### config.mk
export PLATFORM = sky130hd
export DESIGN_NAME = scope_edge_trigger_capture
export DESIGN_NICKNAME = d
export VERILOG_FILES = /design/src/sv/sec_pkg.sv /design/src/sv/sec_front.sv /design/src/sv/sec_queue.sv /design/src/sv/scope_edge_trigger_capture.sv
export SDC_FILE = /design/constraint.sdc
export NUM_CORES = 1
export LEC_CHECK = 0
export BUFFER_PORTS_ARGS = -buffer_cell sky130_fd_sc_hd__buf_2
export CELL_PAD_IN_SITES_DETAIL_PLACEMENT = 0
export CELL_PAD_IN_SITES_GLOBAL_PLACEMENT = 1
export CORE_MARGIN = 2
export CORE_UTILIZATION = 40
export CTS_BUF_LIST = sky130_fd_sc_hd__clkbuf_8
export DETAILED_ROUTE_END_ITERATION = 7
export PLACE_DENSITY = 0.66
export SKIP_CTS_REPAIR_TIMING = 1
export SYNTH_ARGS = -nofsm -noshare
export SYNTH_HDL_FRONTEND = slang
export SYNTH_SLANG_ARGS = --single-unit
### constraint.sdc
create_clock -name clk -period 10.4 [get_ports clk]
set_clock_uncertainty 0.05 [all_clocks]
set_input_delay 1.04 -clock clk [delete_from_list [all_inputs] [get_ports clk]]
set_output_delay 1.04 -clock clk [all_outputs]
set_load 0.005 [all_outputs]
### src/sv/sec_pkg.sv
// Shared types and constants for the scope edge-trigger capture block.
package sec_pkg;

  // Largest capture the block supports, and the widths that follow from it.
  localparam int MAX_SAMPLES = 1024;
  localparam int IDX_W       = $clog2(MAX_SAMPLES);
  localparam int LEN_W       = 11;
  localparam int SMP_W       = 16;

  // Configuration port widths.
  localparam int CFG_ADDR_W = 8;
  localparam int CFG_DATA_W = 16;

  // Register indexes on the configuration port.
  localparam logic [CFG_ADDR_W-1:0] REG_MODE   = CFG_ADDR_W'(0);
  localparam logic [CFG_ADDR_W-1:0] REG_SLOPE  = CFG_ADDR_W'(1);
  localparam logic [CFG_ADDR_W-1:0] REG_LEVEL  = CFG_ADDR_W'(2);
  localparam logic [CFG_ADDR_W-1:0] REG_LENGTH = CFG_ADDR_W'(3);

  // Trigger modes; the unused code behaves like software mode.
  localparam logic [1:0] MODE_NORMAL   = 2'd0;
  localparam logic [1:0] MODE_ALWAYS   = 2'd1;
  localparam logic [1:0] MODE_SOFTWARE = 2'd2;

  localparam logic SLOPE_RISING = 1'b0;

  // Input actions.
  localparam logic ACT_SAMPLE   = 1'b0;
  localparam logic ACT_SOFTWARE = 1'b1;

  // Reset values and length limits.
  localparam logic [SMP_W-1:0] RESET_LEVEL  = SMP_W'(1000);
  localparam logic [LEN_W-1:0] RESET_LENGTH = LEN_W'(512);
  localparam logic [LEN_W-1:0] MIN_LENGTH   = LEN_W'(2);
  localparam logic [LEN_W-1:0] MAX_LENGTH   = LEN_W'(MAX_SAMPLES);

  // Result queue geometry.
  localparam int QDEPTH = 4;
  localparam int QPTR_W = $clog2(QDEPTH);
  localparam int QCNT_W = $clog2(QDEPTH + 1);

  // One result item.
  typedef struct packed {
    logic             last;
    logic [IDX_W-1:0] position;
    logic [SMP_W-1:0] captured;
  } res_t;

  // Results produced by the front for one accepted beat.
  typedef struct packed {
    logic [1:0] count;
    res_t       r1;
    res_t       r0;
  } push_t;

endpackage

### src/sv/sec_front.sv
// Front part: configuration registers, trigger detection and capture state.
module sec_front (
  input  logic                            clk,
  input  logic                            rst_n,
  input  logic                            cfg_valid,
  input  logic [sec_pkg::CFG_ADDR_W-1:0]  cfg_addr,
  input  logic [sec_pkg::CFG_DATA_W-1:0]  cfg_data,
  input  logic                            in_fire,
  input  logic                            in_action,
  input  logic [sec_pkg::SMP_W-1:0]       in_sample,
  output sec_pkg::push_t                  push
);

  logic [1:0]                 mode_r, mode_nxt;
  logic                       slope_r, slope_nxt;
  logic [sec_pkg::SMP_W-1:0]  level_r, level_nxt;
  logic [sec_pkg::LEN_W-1:0]  length_r, length_nxt;
  logic                       capturing_r, capturing_nxt;
  logic [sec_pkg::IDX_W-1:0]  widx_r, widx_nxt;
  logic [sec_pkg::SMP_W-1:0]  prev_r, prev_nxt;

  logic [sec_pkg::LEN_W-1:0]  len_raw;
  logic [sec_pkg::LEN_W-1:0]  len_clamped;
  logic                       fin_run;
  logic                       fin_trig;
  logic                       hit;

  assign len_raw = cfg_data[sec_pkg::LEN_W-1:0];

  always_comb begin
    if (len_raw > sec_pkg::MAX_LENGTH) begin
      len_clamped = sec_pkg::MAX_LENGTH;
    end else if (len_raw < sec_pkg::MIN_LENGTH) begin
      len_clamped = sec_pkg::MIN_LENGTH;
    end else begin
      len_clamped = len_raw;
    end
  end

  // The sample at the current index ends the capture when the index reaches length - 1.
  assign fin_run  = ({1'b0, widx_r} + sec_pkg::LEN_W'(1)) >= length_r;
  assign fin_trig = (length_r == sec_pkg::MIN_LENGTH);

  always_comb begin
    if (slope_r == sec_pkg::SLOPE_RISING) begin
      hit = (prev_r < level_r) && (level_r < in_sample);
    end else begin
      hit = (prev_r > level_r) && (level_r > in_sample);
    end
  end

  always_comb begin
    mode_nxt      = mode_r;
    slope_nxt     = slope_r;
    level_nxt     = level_r;
    length_nxt    = length_r;
    capturing_nxt = capturing_r;
    widx_nxt      = widx_r;
    prev_nxt      = prev_r;
    push          = '0;

    if (cfg_valid) begin
      // Any write to a known register aborts a running capture.
      case (cfg_addr)
        sec_pkg::REG_MODE: begin
          mode_nxt      = cfg_data[1:0];
          capturing_nxt = 1'b0;
          widx_nxt      = '0;
        end
        sec_pkg::REG_SLOPE: begin
          slope_nxt     = cfg_data[0];
          capturing_nxt = 1'b0;
          widx_nxt      = '0;
        end
        sec_pkg::REG_LEVEL: begin
          level_nxt     = cfg_data;
          capturing_nxt = 1'b0;
          widx_nxt      = '0;
        end
        sec_pkg::REG_LENGTH: begin
          length_nxt    = len_clamped;
          capturing_nxt = 1'b0;
          widx_nxt      = '0;
        end
        default: begin
        end
      endcase
    end else if (in_fire) begin
      if (in_action == sec_pkg::ACT_SOFTWARE) begin
        capturing_nxt = 1'b1;
        widx_nxt      = '0;
      end else if (capturing_r) begin
        push.count       = 2'd1;
        push.r0.captured = in_sample;
        push.r0.position = widx_r;
        push.r0.last     = fin_run;
        if (fin_run) begin
          capturing_nxt = (mode_r == sec_pkg::MODE_ALWAYS);
          widx_nxt      = '0;
        end else begin
          widx_nxt = widx_r + sec_pkg::IDX_W'(1);
        end
      end else begin
        prev_nxt = in_sample;
        if (mode_r == sec_pkg::MODE_NORMAL) begin
          if (hit) begin
            push.count       = 2'd2;
            push.r0.captured = prev_r;
            push.r0.position = '0;
            push.r0.last     = 1'b0;
            push.r1.captured = in_sample;
            push.r1.position = sec_pkg::IDX_W'(1);
            push.r1.last     = fin_trig;
            capturing_nxt    = !fin_trig;
            widx_nxt         = fin_trig ? '0 : sec_pkg::IDX_W'(2);
          end
        end else if (mode_r == sec_pkg::MODE_ALWAYS) begin
          capturing_nxt = 1'b1;
          widx_nxt      = '0;
        end
      end
    end
  end

  always_ff @(posedge clk) begin
    if (!rst_n) begin
      mode_r      <= sec_pkg::MODE_NORMAL;
      slope_r     <= sec_pkg::SLOPE_RISING;
      level_r     <= sec_pkg::RESET_LEVEL;
      length_r    <= sec_pkg::RESET_LENGTH;
      capturing_r <= 1'b0;
      widx_r      <= '0;
      prev_r      <= '0;
    end else begin
      mode_r      <= mode_nxt;
      slope_r     <= slope_nxt;
      level_r     <= level_nxt;
      length_r    <= length_nxt;
      capturing_r <= capturing_nxt;
      widx_r      <= widx_nxt;
      prev_r      <= prev_nxt;
    end
  end

endmodule

### src/sv/sec_queue.sv
// Back part: queue that takes up to two results a cycle, drains one when out_ready.
module sec_queue (
  input  logic            clk,
  input  logic            rst_n,
  input  sec_pkg::push_t  push,
  output logic            space,
  output logic            out_valid,
  input  logic            out_ready,
  output sec_pkg::res_t   out_res
);

  sec_pkg::res_t              mem_r [sec_pkg::QDEPTH];
  logic [sec_pkg::QPTR_W-1:0] wr_r, wr_nxt;
  logic [sec_pkg::QPTR_W-1:0] rd_r, rd_nxt;
  logic [sec_pkg::QCNT_W-1:0] cnt_r, cnt_nxt;
  logic [sec_pkg::QPTR_W-1:0] wr_plus1;
  logic                       pop;

  // Room for two results must stay free so any beat can be accepted.
  assign space     = cnt_r <= sec_pkg::QCNT_W'(sec_pkg::QDEPTH - 2);
  assign out_valid = cnt_r != '0;
  assign out_res   = mem_r[rd_r];
  assign pop       = out_valid && out_ready;
  assign wr_plus1  = wr_r + sec_pkg::QPTR_W'(1);

  always_comb begin
    wr_nxt  = wr_r + sec_pkg::QPTR_W'(push.count);
    rd_nxt  = pop ? rd_r + sec_pkg::QPTR_W'(1) : rd_r;
    cnt_nxt = cnt_r + sec_pkg::QCNT_W'(push.count) - sec_pkg::QCNT_W'(pop);
  end

  always_ff @(posedge clk) begin
    if (push.count != 2'd0) begin
      mem_r[wr_r] <= push.r0;
    end
    if (push.count == 2'd2) begin
      mem_r[wr_plus1] <= push.r1;
    end
  end

  always_ff @(posedge clk) begin
    if (!rst_n) begin
      wr_r  <= '0;
      rd_r  <= '0;
      cnt_r <= '0;
    end else begin
      wr_r  <= wr_nxt;
      rd_r  <= rd_nxt;
      cnt_r <= cnt_nxt;
    end
  end

endmodule

### src/sv/scope_edge_trigger_capture.sv
// Top level of the oscilloscope edge-trigger capture block.
//
//  Channel  Direction  Payload                                 Handshake
//  in_      slave      tdata: sample; tuser: action            in_tvalid / in_tready
//  out_     master     tdata: captured, position; tlast: last  out_tvalid / out_tready
//  cfg_     slave      cfg_addr: register index; cfg_data      cfg_valid / cfg_ready
//
// One input beat is taken per cycle while in_tready is high; a beat is
// classified and the capture state updated in that cycle; its results leave
// a four-entry queue from the next cycle on, one per cycle as out_tready allows.
// A crossing yields two results from one beat; in_tready drops while fewer
// than two queue entries are free, so the queue drain sets the sustained rate.
// Reset (rst_n, synchronous) returns the registers to normal mode, rising
// slope, level 1000 mV and length 512, and empties the queue.
// Configuration writes are always taken (cfg_ready is tied high), and in_tready
// is held low in a cycle that offers a write, so no input beat is lost to it.
module scope_edge_trigger_capture (
  input  logic                            clk,
  input  logic                            rst_n,
  // Input beats.
  input  logic                            in_tvalid,
  output logic                            in_tready,
  input  logic [15:0]                     in_tdata,   // [15:0] sample
  input  logic                            in_tuser,   // [0] action
  // Result beats.
  output logic                            out_tvalid,
  input  logic                            out_tready,
  output logic [31:0]                     out_tdata,  // [15:0] captured, [25:16] position
  output logic                            out_tlast,
  // Configuration writes.
  input  logic                            cfg_valid,
  output logic                            cfg_ready,
  input  logic [sec_pkg::CFG_ADDR_W-1:0]  cfg_addr,
  input  logic [sec_pkg::CFG_DATA_W-1:0]  cfg_data
);

  sec_pkg::push_t push;
  sec_pkg::res_t  head;
  logic           space;
  logic           in_fire;

  assign cfg_ready = 1'b1;
  // A register write takes the cycle, so the input side waits for it.
  assign in_tready = space && !cfg_valid;
  assign in_fire   = in_tvalid && in_tready;

  // Front: registers, trigger test and capture index.
  sec_front u_front (
    .clk       (clk),
    .rst_n     (rst_n),
    .cfg_valid (cfg_valid),
    .cfg_addr  (cfg_addr),
    .cfg_data  (cfg_data),
    .in_fire   (in_fire),
    .in_action (in_tuser),
    .in_sample (in_tdata),
    .push      (push)
  );

  // Back: queue that decouples result delivery from beat acceptance.
  sec_queue u_queue (
    .clk       (clk),
    .rst_n     (rst_n),
    .push      (push),
    .space     (space),
    .out_valid (out_tvalid),
    .out_ready (out_tready),
    .out_res   (head)
  );

  // Pack the result: captured in the low bits, position above, zero filled.
  assign out_tdata = {6'd0, head.position, head.captured};
  assign out_tlast = head.last;

endmodule
==> results.ini, run 1 <==
[status]
status=completed

[global_routing]
grt_pass1_vias=6655
grt_pass1_wl_um=38940
grt_max_degree=49
antenna_found_initial=1
grt.total_usage_pct=20.55
overflow=0

[timing]
tns_ns=0
min_period_ns=4.449
drv_slew=0
hold_viol=0
rsz0062_at_grt=false
relSlewSlack_pct=25.76
fmax_mhz=224.8
worst_slack_ns=5.951
worst_slew_pin_slew_ns=1.110
fin_crit_sh_pct=42.77
finalSetupViolations=0

[final_layout]
multi_input_area_sq_um=4619
final_nets=1043
syn2layout_area_growth_pct=10.11
drive_above_1_share_pct=17.38
seq_area_sq_um=4205
fillers=2285
final_core_util_pct=44.53

[clock_network]
clkSlewWorstSetupHoldPaths_ns=0.10
clk_latency_ns=0.47
cts.htree.levels=4
cts_num_sinks=174
clk_path_buf_depth=2
cts_tree=yes
cts_root_buffer=clkbuf_8
numCtsBuffers=17

[job]
maxCapViolations=0

[die]
dieArea_sq_um=24760
die_w_um=157.4
start_util_pct=40.44
io_pins=82
rows=56
core_sq_um=23260
die-height_um=157.4

[worst_setup_path]
critPathLaunchType=input port
slowest_delay_ns=0.79
worst_ep_required_time_ns=10.44
cp-end-kind=flop
crit_arrival_ns=4.49
crit_chain=buf_2 > inv_1 > ha_1 > nand4_2 > or3_1 > a21oi_1 > and4bb_4 > mux2_4 > nor3_2 > a21o_1
critPathMaxFanout=37
rr_worst_depth=9
path_class=input port to flop
crit_path_top_delay_cell=nor3_2

[synth]
ys.flop_type=dfxtp_1
ys_warn_count=0
synth.distinct_cells=70
synth_edf_count=72
netlist_area_sq_um=9408
synthArstFlopShare_pct=0
seq_area_frac_synth_pct=44.69
synthCells=907
avgSynthCellArea_sq_um=10.37
ys_ff_latch=174

[route]
drt-initial-drc-count=612
postRouteAntennaNets=0
drc_errors=0
num_vias=6989
wl_per_cell_um=19.10
wirelength_um=24470
via_per_inst=5.456
drt_pass1_iterations=5

[placed_design]
dpl_worst_slack_ns=5.471
place_hpwl_um=17350
place.gp.congestion=0.7871
numPortBuffers=74

[power]
powerDensity_nw_per_um2=154.0
leakage_nw=4.187
ir_worst_vdd_mv=0.06957

[worst_hold_path]
min_path_cells=2
min_path_type=flop to flop

-- per-stage QoR --
stage | hold WS, ns | instance area [sq um] | std cells | power [mW]
after global routing | 0.4598 | 10360 | 1280 | 1.680
final | 0.4378 | 10360 | 1281 | 1.595
after detailed placement | 0.4158 | 9928 | 1248 | 1.118
after global placement | 0.4105 | 9928 | 1248 | 1.114
after CTS | 0.4409 | 10360 | 1280 | 1.613
after floorplan | 0.3935 | 9427 | 912 | 1.009
-- report_power, final --
part | internal [mW] | switching (mW)
registers | 0.745 | 0.0592
logic | 0.155 | 0.137
clock network | 0.191 | 0.308
-- layout make-up --
type / count / share of cell area [%]
tap: 319 / 3.853
inverter: 73 / 2.645
antenna: 1 / 0.02416
multi-input combinational: 600 / 44.59
clock buffer: 17 / 2.259
clock inverter: 15 / 1.872
timing repair buffer: 82 / 4.155
sequential: 174 / 40.60
-- layout by cell type (no fill, tap or decap), types with 6 or more instances in the layout --
master     count
nand2_1       72
edfxtp_1      72
o311ai_0       9
dfxtp_1      101
a21o_1        16
a22o_1        82
o211ai_1      25
xnor2_1        9
mux4_2        27
nand4_1        7
a221o_1        8
a22oi_1       17
nor2_1        81
buf_2         74
a21oi_1       45
nor4_1         7
o21ai_0       16
nor3_1         7
o2bb2ai_1      6
mux2i_1        7
and3_1        10
inv_1         72
a41oi_1        9
clkbuf_8      17
nand3_1       17
buf_4          8
or2_2          6
conb_1         7
ha_1          48
-- critical path: cells and delay by family --
kind / cells / cell delay (ns)
and+or+nand+nor: 4 / 1.58
AOI/OAI and AO/OA: 2 / 0.82
muxes: 1 / 0.51
adders and majority gates: 1 / 0.31
buffers and inverters: 2 / 0.20
-- worst paths after layout --
| path | start | endpoint | slack, ns |
|---|---|---|---|
| worst max register to register | u_front.level_r[15] | u_queue.mem_r[0][5] | 6.16 |
| worst min register to register | u_front.level_r[1] | u_front.level_r[1] | 0.44 |
| worst min-delay path | u_front.level_r[1] | u_front.level_r[1] | 0.44 |
| worst max-delay path | in_tdata[15] | u_queue.mem_r[0][5] | 5.95 |
-- layer usage --
layer	up-vias	wire, um	global-route usage (%)
met5	-	0	0
met4	0	161	4.286
met3	14	1078	2.616
met2	160	10420	29.92
met1	3344	12810	32.37
li1	3471	-	-
-- flip-flops by register name, indices dropped and copies added, names as in the netlist, named ones only --
signal,count
u_front.length_r,11
u_queue.rd_r,2
u_front.capturing_r,1
u_front.prev_r,16
u_queue.wr_r,2
u_front.mode_r,2
u_queue.cnt_r,3
u_queue.mem_r,108
u_front.widx_r,10
u_front.level_r,16
u_front.slope_r,1
-- Yosys cell counts (16+ instances only) --
master / count / area [sq um]
nor2_1: 81 / 304.0
o21ai_0: 16 / 80.08
nand2_1: 72 / 270.3
a21oi_1: 45 / 225.2
edfxtp_1: 72 / 2162
inv_1: 72 / 270.3
dfxtp_1: 102 / 2042
ha_1: 48 / 600.6
mux4_2: 27 / 608.1
a22o_1: 82 / 718.2
o211ai_1: 25 / 187.7
clkbuf_1: 35 / 131.4
nand3_1: 17 / 85.08
a22oi_1: 17 / 127.6
a21o_1: 16 / 120.1
-- cell families (layout without fill, tap and decap cells) --
family / count (synthesis) / in the layout / share of synthesized area (%)
compound gates: 259 / 259 / 21.39
xor+xnor: 13 / 13 / 1.210
fa+ha+maj: 49 / 49 / 6.597
buf+inv: 138 / 187 / 6.410
flops: 174 / 174 / 44.69
mux: 36 / 36 / 7.488
other cells: 2 / 8 / 0.07983
simple gates: 236 / 236 / 12.14
(Power assumes the default switching activity.)
==> inputs of run 2 (changes only) <==
--- a/config.mk
+++ b/config.mk
@@ -12,7 +12,7 @@
 export CORE_UTILIZATION = 40
 export CTS_BUF_LIST = sky130_fd_sc_hd__clkbuf_8
 export DETAILED_ROUTE_END_ITERATION = 7
-export PLACE_DENSITY = 0.66
+export PLACE_DENSITY = 0.69
 export SKIP_CTS_REPAIR_TIMING = 1
 export SYNTH_ARGS = -nofsm -noshare
 export SYNTH_HDL_FRONTEND = slang
==> constraint.sdc (replaced) <==
create_clock -name clk -period 4 [get_ports clk]
set_clock_uncertainty 0.05 [all_clocks]
set_input_delay 0.4 -clock clk [delete_from_list [all_inputs] [get_ports clk]]
set_output_delay 0.4 -clock clk [all_outputs]
set_load 0.005 [all_outputs]
==> results.ini, run 2 (synthesis results as in run 1) <==
[status]
status=completed

[clock_network]
cts_tree=yes
numCtsBuffers=17
cts.htree.levels=4
clk_latency_ns=0.48
cts_num_sinks=174
clk_path_buf_depth=2
cts_root_buffer=clkbuf_8
clkSlewWorstSetupHoldPaths_ns=0.11

[timing]
fin_crit_sh_pct=91.45
rsz0062_at_grt=false
relSlewSlack_pct=24.61
finalSetupViolations=0
min_period_ns=3.658
worst_slew_pin_slew_ns=1.125
tns_ns=0
hold_viol=0
fmax_mhz=273.4
drv_slew=0
whs_ns=0.1049

[final_layout]
final-instance-count-excl-fill=1296
top_register=u_queue.mem_r
fillers=2260
final_core_util_pct=45.04
drive_above_1_share_pct=18.65
seq_area_sq_um=4205
layout_common_cells=101 x dfxtp_1, 82 x a22o_1, 81 x nor2_1
largest_register_ffs=108
final_common_cell=dfxtp_1
largestRegisters=u_queue.mem_r (108), u_front.level_r (16), u_front.prev_r (16)
final_nets=1058
syn2layout_area_growth_pct=11.37
multi_input_area_sq_um=4619

[worst_setup_path]
cp-end-kind=flop
rr_worst_depth=13
reg2reg_setup_slack_ns=0.34
startpoint=u_front.level_r[15]
r2r_start=u_front.level_r[15]
path_class=flop to flop
crit_arrival_ns=3.95
worst_ep_required_time_ns=4.29
critPathLaunchType=flop
critPathMaxFanout=3
r2r_end=u_queue.cnt_r[2]

[die]
rows=56
io_pins=82
die_w_um=157.4
dieArea_sq_um=24760
start_util_pct=40.44
die-height_um=157.4
core_sq_um=23260

[global_routing]
grt_pass1_vias=6742
antenna_found_initial=2
grt_max_degree=49
overflow=0
grt.total_usage_pct=20.52
grt_pass1_wl_um=38840

[power]
ir_worst_vdd_mv=0.3106
total_power_mw=4.139
powerDensity_nw_per_um2=395.0
leakage_nw=4.261

[route]
met1_length_um=12330
num_vias=7156
via_per_inst=5.522
drt_pass1_iterations=5
drt-initial-drc-count=546
routed-wl-met3_um=1257
drc_errors=0
wl_per_cell_um=18.97
met2WireLength_um=10630
highest_layer=met5
postRouteAntennaNets=0
wirelength_um=24580

[worst_hold_path]
min_path_type=input port to flop
min_path_cells=3
hp-start=cfg_data[12]
hold_end=u_front.level_r[12]

[placed_design]
numPortBuffers=74
place_inst=1263
place.gp.congestion=0.7844
place_hpwl_um=17110

[job]
maxCapViolations=0

run 2: cell count changes in the layout (fill, tap and decap cells not counted):
cell and change:
clkinv_4 -1, clkbuf_8 +1, inv_8 -1, clkinvlp_4 +1, buf_4 +14, buf_12 +1, inv_12 -3, clkinv_8 +2
inv_6 +1
run 2: worst max-delay path by stage:
stage	end	slack [ns]	cells past startpoint
after floorplan	u_queue.cnt_r[2]	0.12	16
after global placement	u_queue.cnt_r[2]	0.30	14
after detailed placement	u_queue.cnt_r[2]	0.25	14
after CTS	u_queue.cnt_r[2]	0.32	13
after global routing	u_front.widx_r[2]	0.03	12
final	u_queue.cnt_r[2]	0.34	13
run 2: routing by layer:
metal  GRT usage, %  up-vias
li1               -     3503
met1          30.55     3429
met2          30.86      196
met3          3.084       26
met4          5.844        2
met5              0        -
run 2: layout make-up:
cell class                 instances  area share (%)
tap                              319           3.809
multi-input combinational        600           44.09
clock buffer                      18           2.364
antenna                            1         0.02388
sequential                       174           40.14
timing repair buffer              97           5.302
inverter                          73           2.615
clock inverter                    14           1.660
run 2: critical path, stage by stage, from the launching register on:
cell and delay [ns]:
dfxtp_1 0.38, inv_1 0.06, ha_1 0.31, nand4_1 0.17, nor4_1 0.48, o21a_1 0.22, o311ai_1 0.13, mux2_4 0.32
or2_2 0.30, ha_1 0.30, fa_1 0.43, xnor2_1 0.20, xnor2_1 0.14, nor2_1 0.05
run 2: per-stage QoR:
stage                     setup slack [ns]  instance area [sq um]
final                               0.3419                  10480
after floorplan                     0.1173                   9427
after global placement              0.3024                  10050
after detailed placement            0.2455                  10050
after CTS                           0.3215                  10480
after global routing               0.03130                  10480
run 2: report_power, final:
part / internal [mW] / total, mW / leakage, nW / switching (mW)
Combinational: 0.416 / 0.773 / 2.51 / 0.357
Clock: 0.495 / 1.27 / 0.207 / 0.775
Sequential: 1.94 / 2.10 / 1.55 / 0.158
